==> src/hw/rtl/hwtc_pkg.sv <==
package hwtc_pkg;

  // CRC-8 parameters of the sensor frame.
  localparam logic [7:0] CRC_POLY = 8'h31;
  localparam logic [7:0] CRC_INIT = 8'hFF;

  // Byte positions within the six-byte frame.
  localparam logic [2:0] POS_T_MSB = 3'd0;
  localparam logic [2:0] POS_T_LSB = 3'd1;
  localparam logic [2:0] POS_T_CRC = 3'd2;
  localparam logic [2:0] POS_H_MSB = 3'd3;
  localparam logic [2:0] POS_H_LSB = 3'd4;
  localparam logic [2:0] POS_H_CRC = 3'd5;

  // Status codes.
  localparam logic STATUS_OK      = 1'b0;
  localparam logic STATUS_CRC_ERR = 1'b1;

  // Conversion to hundredths: floor(raw * SCALE / DIVISOR) - OFFSET.
  localparam logic [14:0] TEMP_SCALE  = 15'd17500;
  localparam logic [14:0] TEMP_OFFSET = 15'd4500;
  localparam logic [14:0] HUM_SCALE   = 15'd12500;
  localparam logic [14:0] HUM_OFFSET  = 15'd600;
  localparam logic [16:0] DIVISOR     = 17'd65535;

  // Checked frame handed from the frame stage to the conversion stage.
  typedef struct packed {
    logic        status;
    logic [15:0] temp_raw;
    logic [15:0] hum_raw;
  } frame_res_t;

  // One CRC-8 byte update, MSB first, no reflection.
  function automatic logic [7:0] crc8_feed(input logic [7:0] crc, input logic [7:0] b);
    logic [7:0] c;
    c = crc ^ b;
    for (int i = 0; i < 8; i++) begin
      if (c[7]) begin
        c = {c[6:0], 1'b0} ^ CRC_POLY;
      end else begin
        c = {c[6:0], 1'b0};
      end
    end
    return c;
  endfunction

endpackage

==> src/hw/rtl/hwtc_frame.sv <==
module hwtc_frame (
  input  logic                   clk,
  input  logic                   rst,
  input  logic                   in_valid,
  output logic                   in_ready,
  input  logic [7:0]             in_byte,
  input  logic                   in_start,
  output logic                   res_valid,
  input  logic                   res_ready,
  output hwtc_pkg::frame_res_t   res
);

  // Input register.
  logic       ib_valid;
  logic [7:0] ib_byte;
  logic       ib_start;

  // Frame state.
  logic [2:0] byte_pos;
  logic [7:0] running_crc;
  logic [15:0] temp_word;
  logic [15:0] hum_word;
  logic        temp_crc_good;

  logic [2:0] pos;
  logic       is_last;
  logic       slot_free;
  logic       take;
  logic       frame_ok;

  // A start flag or an unused position restarts the frame.
  always_comb begin
    if (ib_start || byte_pos > hwtc_pkg::POS_H_CRC) begin
      pos = hwtc_pkg::POS_T_MSB;
    end else begin
      pos = byte_pos;
    end
  end

  assign is_last   = (pos == hwtc_pkg::POS_H_CRC);
  assign slot_free = !res_valid || res_ready;
  // Only the closing byte needs room in the result register.
  assign take      = ib_valid && (!is_last || slot_free);
  assign in_ready  = !ib_valid || take;
  assign frame_ok  = temp_crc_good && (running_crc == ib_byte);

  // Input register load.
  always_ff @(posedge clk) begin
    if (rst) begin
      ib_valid <= 1'b0;
    end else if (in_ready) begin
      ib_valid <= in_valid;
    end
    if (in_ready && in_valid) begin
      ib_byte  <= in_byte;
      ib_start <= in_start;
    end
  end

  // Per-byte frame update.
  always_ff @(posedge clk) begin
    if (rst) begin
      byte_pos      <= hwtc_pkg::POS_T_MSB;
      running_crc   <= hwtc_pkg::CRC_INIT;
      temp_crc_good <= 1'b0;
    end else if (take) begin
      case (pos)
        hwtc_pkg::POS_T_MSB: begin
          running_crc     <= hwtc_pkg::crc8_feed(hwtc_pkg::CRC_INIT, ib_byte);
          temp_word[15:8] <= ib_byte;
          byte_pos        <= hwtc_pkg::POS_T_LSB;
        end
        hwtc_pkg::POS_T_LSB: begin
          running_crc    <= hwtc_pkg::crc8_feed(running_crc, ib_byte);
          temp_word[7:0] <= ib_byte;
          byte_pos       <= hwtc_pkg::POS_T_CRC;
        end
        hwtc_pkg::POS_T_CRC: begin
          temp_crc_good <= (running_crc == ib_byte);
          running_crc   <= hwtc_pkg::CRC_INIT;
          byte_pos      <= hwtc_pkg::POS_H_MSB;
        end
        hwtc_pkg::POS_H_MSB: begin
          running_crc    <= hwtc_pkg::crc8_feed(hwtc_pkg::CRC_INIT, ib_byte);
          hum_word[15:8] <= ib_byte;
          byte_pos       <= hwtc_pkg::POS_H_LSB;
        end
        hwtc_pkg::POS_H_LSB: begin
          running_crc   <= hwtc_pkg::crc8_feed(running_crc, ib_byte);
          hum_word[7:0] <= ib_byte;
          byte_pos      <= hwtc_pkg::POS_H_CRC;
        end
        default: begin
          running_crc <= hwtc_pkg::CRC_INIT;
          byte_pos    <= hwtc_pkg::POS_T_MSB;
        end
      endcase
    end
  end

  // Result register: loaded by the closing byte, cleared when taken.
  always_ff @(posedge clk) begin
    if (rst) begin
      res_valid <= 1'b0;
    end else if (take && is_last) begin
      res_valid <= 1'b1;
    end else if (res_ready) begin
      res_valid <= 1'b0;
    end
    if (take && is_last) begin
      res.status   <= frame_ok ? hwtc_pkg::STATUS_OK : hwtc_pkg::STATUS_CRC_ERR;
      res.temp_raw <= frame_ok ? temp_word : 16'd0;
      res.hum_raw  <= frame_ok ? hum_word : 16'd0;
    end
  end

endmodule

==> config.mk <==
export PLATFORM = sky130hd
export DESIGN_NAME = hwtc_frame
export DESIGN_NICKNAME = d
export VERILOG_FILES = /design/src/hw/rtl/hwtc_pkg.sv /design/src/hw/rtl/hwtc_frame.sv
export SDC_FILE = /design/constraint.sdc
export NUM_CORES = 1
export LEC_CHECK = 0
export BUFFER_PORTS_ARGS = -buffer_cell sky130_fd_sc_hd__buf_2
export CAP_MARGIN = 20
export CORE_MARGIN = 5
export CORE_UTILIZATION = 61
export CTS_BUF_LIST = sky130_fd_sc_hd__clkbuf_16
export DETAILED_ROUTE_END_ITERATION = 10
export PLACE_DENSITY = 0.84
export SLEW_MARGIN = 20
export SYNTH_ARGS = -nofsm -noshare
export SYNTH_HDL_FRONTEND = slang
export SYNTH_SLANG_ARGS = --single-unit
==> constraint.sdc <==
create_clock -name clk -period 6.3 [get_ports clk]
set_input_delay 0.63 -clock clk [delete_from_list [all_inputs] [get_ports clk]]
set_output_delay 0.63 -clock clk [all_outputs]
set_load 0.02 [all_outputs]
# ---- Word-level counts from Yosys, hierarchy flattened
# Cells that the tools add are included.
# Widths: inputs -> output; s select.
dict set report op_classes {
  n_reduce_logical 18
  mux 120
  n_eq_ne 6
  n_div 0
  shifts 0
  addsub 0
  n_bitwise 33
  n_lt_le_gt_ge 1
  n_mul 0
}
# cell count
set ops {}
lappend ops {{$mux 8} 84}
lappend ops {{$mux 6} 30}
lappend ops {{$not 3->3} 30}
lappend ops {{$pmux 8 s4} 1}
lappend ops {{$pmux 3 s5} 1}
lappend ops {{$reduce_and 3->1} 4}
lappend ops {{$eq 8x8->1} 1}
lappend ops {{$not 8->8} 1}
lappend ops {{$xor 8x8->8} 1}
lappend ops {{$eq 3x2->1 const B} 2}
lappend ops {{$eq 3x3->1 const B} 2}
lappend ops {{$logic_and 1x1->1} 4}
lappend ops {{$logic_or 1x1->1} 4}
lappend ops {{$eq 3x1->1 const B} 1}
lappend ops {{$gt 3x3->1 const B} 1}
lappend ops {{$logic_not 1->1} 3}
lappend ops {{$logic_not 3->1} 1}
lappend ops {{$mux 1} 3}
lappend ops {{$mux 3} 1}
lappend ops {{$reduce_and 2->1} 1}
lappend ops {{$reduce_bool 2->1} 1}
lappend ops {{$not 1->1} 1}
dict set report totals {
  mem_bits_ro 0
  latch_bits 0
  mem_count 0
  regBits 88
  ramBits 0
  word_cells 192
  output_inout_bits 35
}

# ---- Longest topological paths before layout
dict set report depth {
  word_depth 42
  mapped_depth 6
  mapped_depth_nobuf 5
}

# ---- Least setup slack after synthesis
# OpenSTA, ideal clock, no wires.
dict set report synth_path {
  path_type {reg2reg}
  start {register ib_start}
  end {register res[0] (netlist bit) (enable)}
  period_less_slack_ns 2.819
  stages_incl_launch_ff 4
  setup_ns 0.423
  arrival_time_ns 2.396
  n_path_buf 1
  path_slack_ns 3.481
  cell_sequence {edfxtp_1 > clkbuf_1 > or3b_1 > nor2_1}
}
dict set report synth_between {
  elab_chain_cells 7
}
# item line_no
set synth_lines {}
lappend synth_lines {{start: declaration} hwtc_frame.sv:16} ;# logic ib_start;
lappend synth_lines {{start signal: assignment} hwtc_frame.sv:56} ;# ib_start <= in_start;
lappend synth_lines {{$logic_or 1x1->1 (*)} hwtc_frame.sv:33} ;# if (ib_start || byte_pos > hwtc_pkg::POS_H_CRC) begin
lappend synth_lines {{$mux 3 (*)} hwtc_frame.sv:33}
lappend synth_lines {{$eq 3x3->1 (*)} hwtc_frame.sv:40} ;# assign is_last = (pos == hwtc_pkg::POS_H_CRC);
lappend synth_lines {{$logic_not 1->1} hwtc_frame.sv:43} ;# assign take = ib_valid && (!is_last || slot_free);
lappend synth_lines {{$logic_or 1x1->1} hwtc_frame.sv:43}
lappend synth_lines {{$logic_and 1x1->1} hwtc_frame.sv:43}
lappend synth_lines {{$logic_and 1x1->1 (*)} hwtc_frame.sv:110} ;# if (take && is_last) begin
lappend synth_lines {{end: declaration} hwtc_frame.sv:10} ;# output hwtc_pkg::frame_res_t res
# Every way passes the cells marked *; elsewhere a longest branch is shown, timed or not.
# A chain may end at the register's enable or synchronous reset.

# ---- Worst setup path in the final report
dict set report layout_path {
  start {register byte_pos[0]}
  end {output in_ready}
}
dict set report layout_between {
  elab_chain_cells 8
}
# item line_no
set layout_lines {}
lappend layout_lines {{start: declaration} hwtc_frame.sv:19} ;# logic [2:0] byte_pos;
lappend layout_lines {{start signal: assignment} hwtc_frame.sv:63} ;# byte_pos <= hwtc_pkg::POS_T_MSB;
lappend layout_lines {{start signal: assignment} hwtc_frame.sv:71} ;# byte_pos <= hwtc_pkg::POS_T_LSB;
lappend layout_lines {{start signal: assignment} hwtc_frame.sv:76} ;# byte_pos <= hwtc_pkg::POS_T_CRC;
lappend layout_lines {{$gt 3x3->1} hwtc_frame.sv:33}
lappend layout_lines {{$logic_or 1x1->1} hwtc_frame.sv:33}
lappend layout_lines {{$mux 3 (*)} hwtc_frame.sv:33}
lappend layout_lines {{$eq 3x3->1 (*)} hwtc_frame.sv:40}
lappend layout_lines {{$logic_not 1->1 (*)} hwtc_frame.sv:43}
lappend layout_lines {{$logic_or 1x1->1 (*)} hwtc_frame.sv:43}
lappend layout_lines {{$logic_and 1x1->1 (*)} hwtc_frame.sv:43}
lappend layout_lines {{$logic_or 1x1->1 (*)} hwtc_frame.sv:44} ;# assign in_ready = !ib_valid || take;
lappend layout_lines {{end: declaration} hwtc_frame.sv:5} ;# output logic in_ready,
# Marks and branches as above.

==> results.yml <==
run_status:
  status: "finished clean"
sta:
  hold_viol: 0
  slew_violations: 0
  rsz0062_at_grt: "false"
  fin_crit_sh_pct: 40.2
  layout_setup_ws_ns: 3.76
  clock_skew_ns: 0.00812
  fmax_mhz: 394
  tns_ns: 0
  relSlewSlack_pct: 28.6
  period_minus_slack_ns: 2.54
  worst_slew_pin_slew_ns: 1.06
  final-setup-viol-count: 0
power_and_ir_drop:
  p_leak_uw: 0.00150
  ir_drop_mv: 0.176
  netSwitchingFraction_pct: 21.7
  p_int_uw: 1060
  switchingPower_uw: 294
  power_frac_seq_pct: 49.2
  p_comb_share_pct: 10.4
  power_density_nw_per_um2: 322
  clkPwrFrac_pct: 40.4
placed_design:
  postPlaceCellArea_um2: 3870
  placed_cells: 355
  dpl_worst_slack_ns: 3.78
  portBuffers: 47
  dp.final_hpwl_um: 4000
  place.gp.congestion: 0.845
worst_setup_path:
  cp.required_ns: 5.67
  cp_max_fo: 13
  slowest_delay_ns: 0.56
  crit_path_top_delay_cell: "dfxtp_1"
  rrSetupSlack_ns: 3.96
  crit_type: "flip-flop to output port"
  start_kind: "flip-flop"
  crit_path_end_kind: "output port"
  arrival_ns: 1.91
  path_cells: "nand2b_1, or3b_1, nor2_1, nand2_1, buf_2"
clock_network:
  clock-sinks: 88
  clkLatencyLatePin_ns: 0.33
  cts_resized: 0
  clk_pin_slew_ns: 0.06
  cts_tree: "done"
  postCtsSetupRepairBufs: 0
  htree_levels: 3
  cts_buffers: 9
  cts_hold_buf: 0
  clk_path_buf_depth: 2
  root_buffer: "clkbuf_16"
floorplan:
  die_w_um: 86.7
  coreArea_um2: 5820
  die_h_um: 86.7
  io_pins: 48
  initial_core_util_pct: 61.6
  row_count: 28
  dieArea_um2: 7510
logic_synthesis:
  ys_seq_elements: 88
  synth-edff-count: 74
  synth_warnings: 0
  synthesis.area_um2: 3580
  synthCells: 246
  synth_flop_cell: "edfxtp_1"
  avgSynthCellArea_um2: 14.6
  yosysUniqueCellTypes: 38
  synth_nets: 259
  async_flop_share_pct: 0
  seq_area_frac_synth_pct: 69.8
finish:
  finalNetCount: 305
  nFillCells: 386
  antenna_cells: 0
  final_common_cell: "edfxtp_1"
  design_area_um2: 4210
  synthToLayoutAreaGrowth_pct: 17.3
  drive_gt1_share_pct: 25.3
  final_cells: 372
  layout_common_cells: "74 x edfxtp_1, 47 x buf_2, 32 x and3_1, 22 x nor2_1, 19 x xnor2_1"
detailed_routing:
  antenna_left: 0
  vias: 2004
  initialDrtViolationCount: 139
  drc: 0
  wire_per_inst_um: 16.0
  via_per_inst: 5.39
  drt_first_pass_iters: 5
  finalWirelength_um: 5940
run:
  drv_cap: 0
global_route:
  antenna_found_initial: 0
  grt_pass1_vias: 1976
  overflow: 0
  grt_start_max_net_pins: 35
  gr-usage-all-layers_pct: 17.7
  grt_first_pass_wirelength_um: 9760
min_path:
  hp-class: "input pin to flip-flop"
==> metrics by stage <==
step	hold slack, ns	utilization [%]	total power [µW]
2_1_floorplan	0.467	-	789
3_3_place_gp	0.482	66.6	816
3_5_place_dp	0.482	66.6	817
4_1_cts	0.463	72.0	1360
5_1_grt	0.460	72.3	1410
6_report	0.473	72.3	1360
==> registers in the layout, summed over array words and instances (netlist names) <==
register and cells:
byte_pos 3, res_valid 1, ib_valid 1, temp_crc_good 1, res 33, running_crc 8, temp_word 16, hum_word 16
ib_byte 8, ib_start 1
==> worst max-delay path, delay by kind of cell, from the launching register on <==
family                 cells  cell delay [ns]
and+or+nand+nor            4             0.84
buffers and inverters      1             0.17
DFF                        1             0.56
==> power by group through the flow <==
stage          Sequential [µW]  Combinational (µW)  Clock (µW)
5_1_grt                    669                 154         585
3_5_place_dp               679                 138           0
6_report                   666                 141         548
2_1_floorplan              669                 120           0
4_1_cts                    667                 140         556
3_3_place_gp               678                 138           0
==> cell type report <==
type | count | area (µm²) | area share, %
Multi-Input combinational cell | 139 | 1020 | 24.3
Timing Repair Buffer | 50 | 258 | 6.13
Inverter | 4 | 15.0 | 0.357
Sequential cell | 88 | 2500 | 59.5
Tap cell | 75 | 93.8 | 2.23
Clock inverter | 7 | 88.8 | 2.11
Clock buffer | 9 | 225 | 5.36
==> kinds of logic after synthesis <==
group,Yosys count,share of synthesized area [%]
compound gates,21,4.47
xor+xnor,34,10.3
buf+inv,19,2.27
flops,88,69.8
mux,1,0.279
simple gates,83,12.9
==> layer usage <==
| layer | vias to the layer above | track usage [%] | wire (µm) |
|---|---|---|---|
| met4 | 0 | 9.49 | 146 |
| li1 | 996 | - | - |
| met2 | 62 | 29.0 | 2910 |
| met1 | 932 | 21.4 | 2450 |
| met3 | 14 | 4.94 | 422 |
| met5 | - | 0 | 0 |
==> final timing paths <==
| path | to | start | cells past startpoint |
|---|---|---|---|
| worst max register to register | temp_word[13]$_DFFE_PP_ | byte_pos[1]$_SDFFE_PP0N_ | 4 |
| worst min register to register | running_crc[1]$_SDFFE_PP1N_ | running_crc[1]$_SDFFE_PP1N_ | 1 |
| worst min-delay path | ib_byte[1]$_DFFE_PP_ | in_byte[1] | 1 |
| worst max-delay path | in_ready | byte_pos[0]$_SDFFE_PP0N_ | 5 |
==> synthesized netlist by cell type (2+ instances only) <==
cell type	count	area share (%)
edfxtp_1	74	62
dfxtp_1	14	7.8
xor2_1	9	2.2
nand2_1	7	0.73
xnor3_1	3	1.9
or3b_1	2	0.49
nor2_1	23	2.4
inv_1	4	0.42
o32a_1	7	2.0
xnor2_1	19	4.6
nor3_1	5	0.70
o22ai_1	2	0.35
clkbuf_1	12	1.3
nand2b_1	3	0.52
a21oi_1	7	0.98
and3_1	32	5.6
nand3b_1	2	0.42
Note: power is estimated with default switching activity, not from simulation.
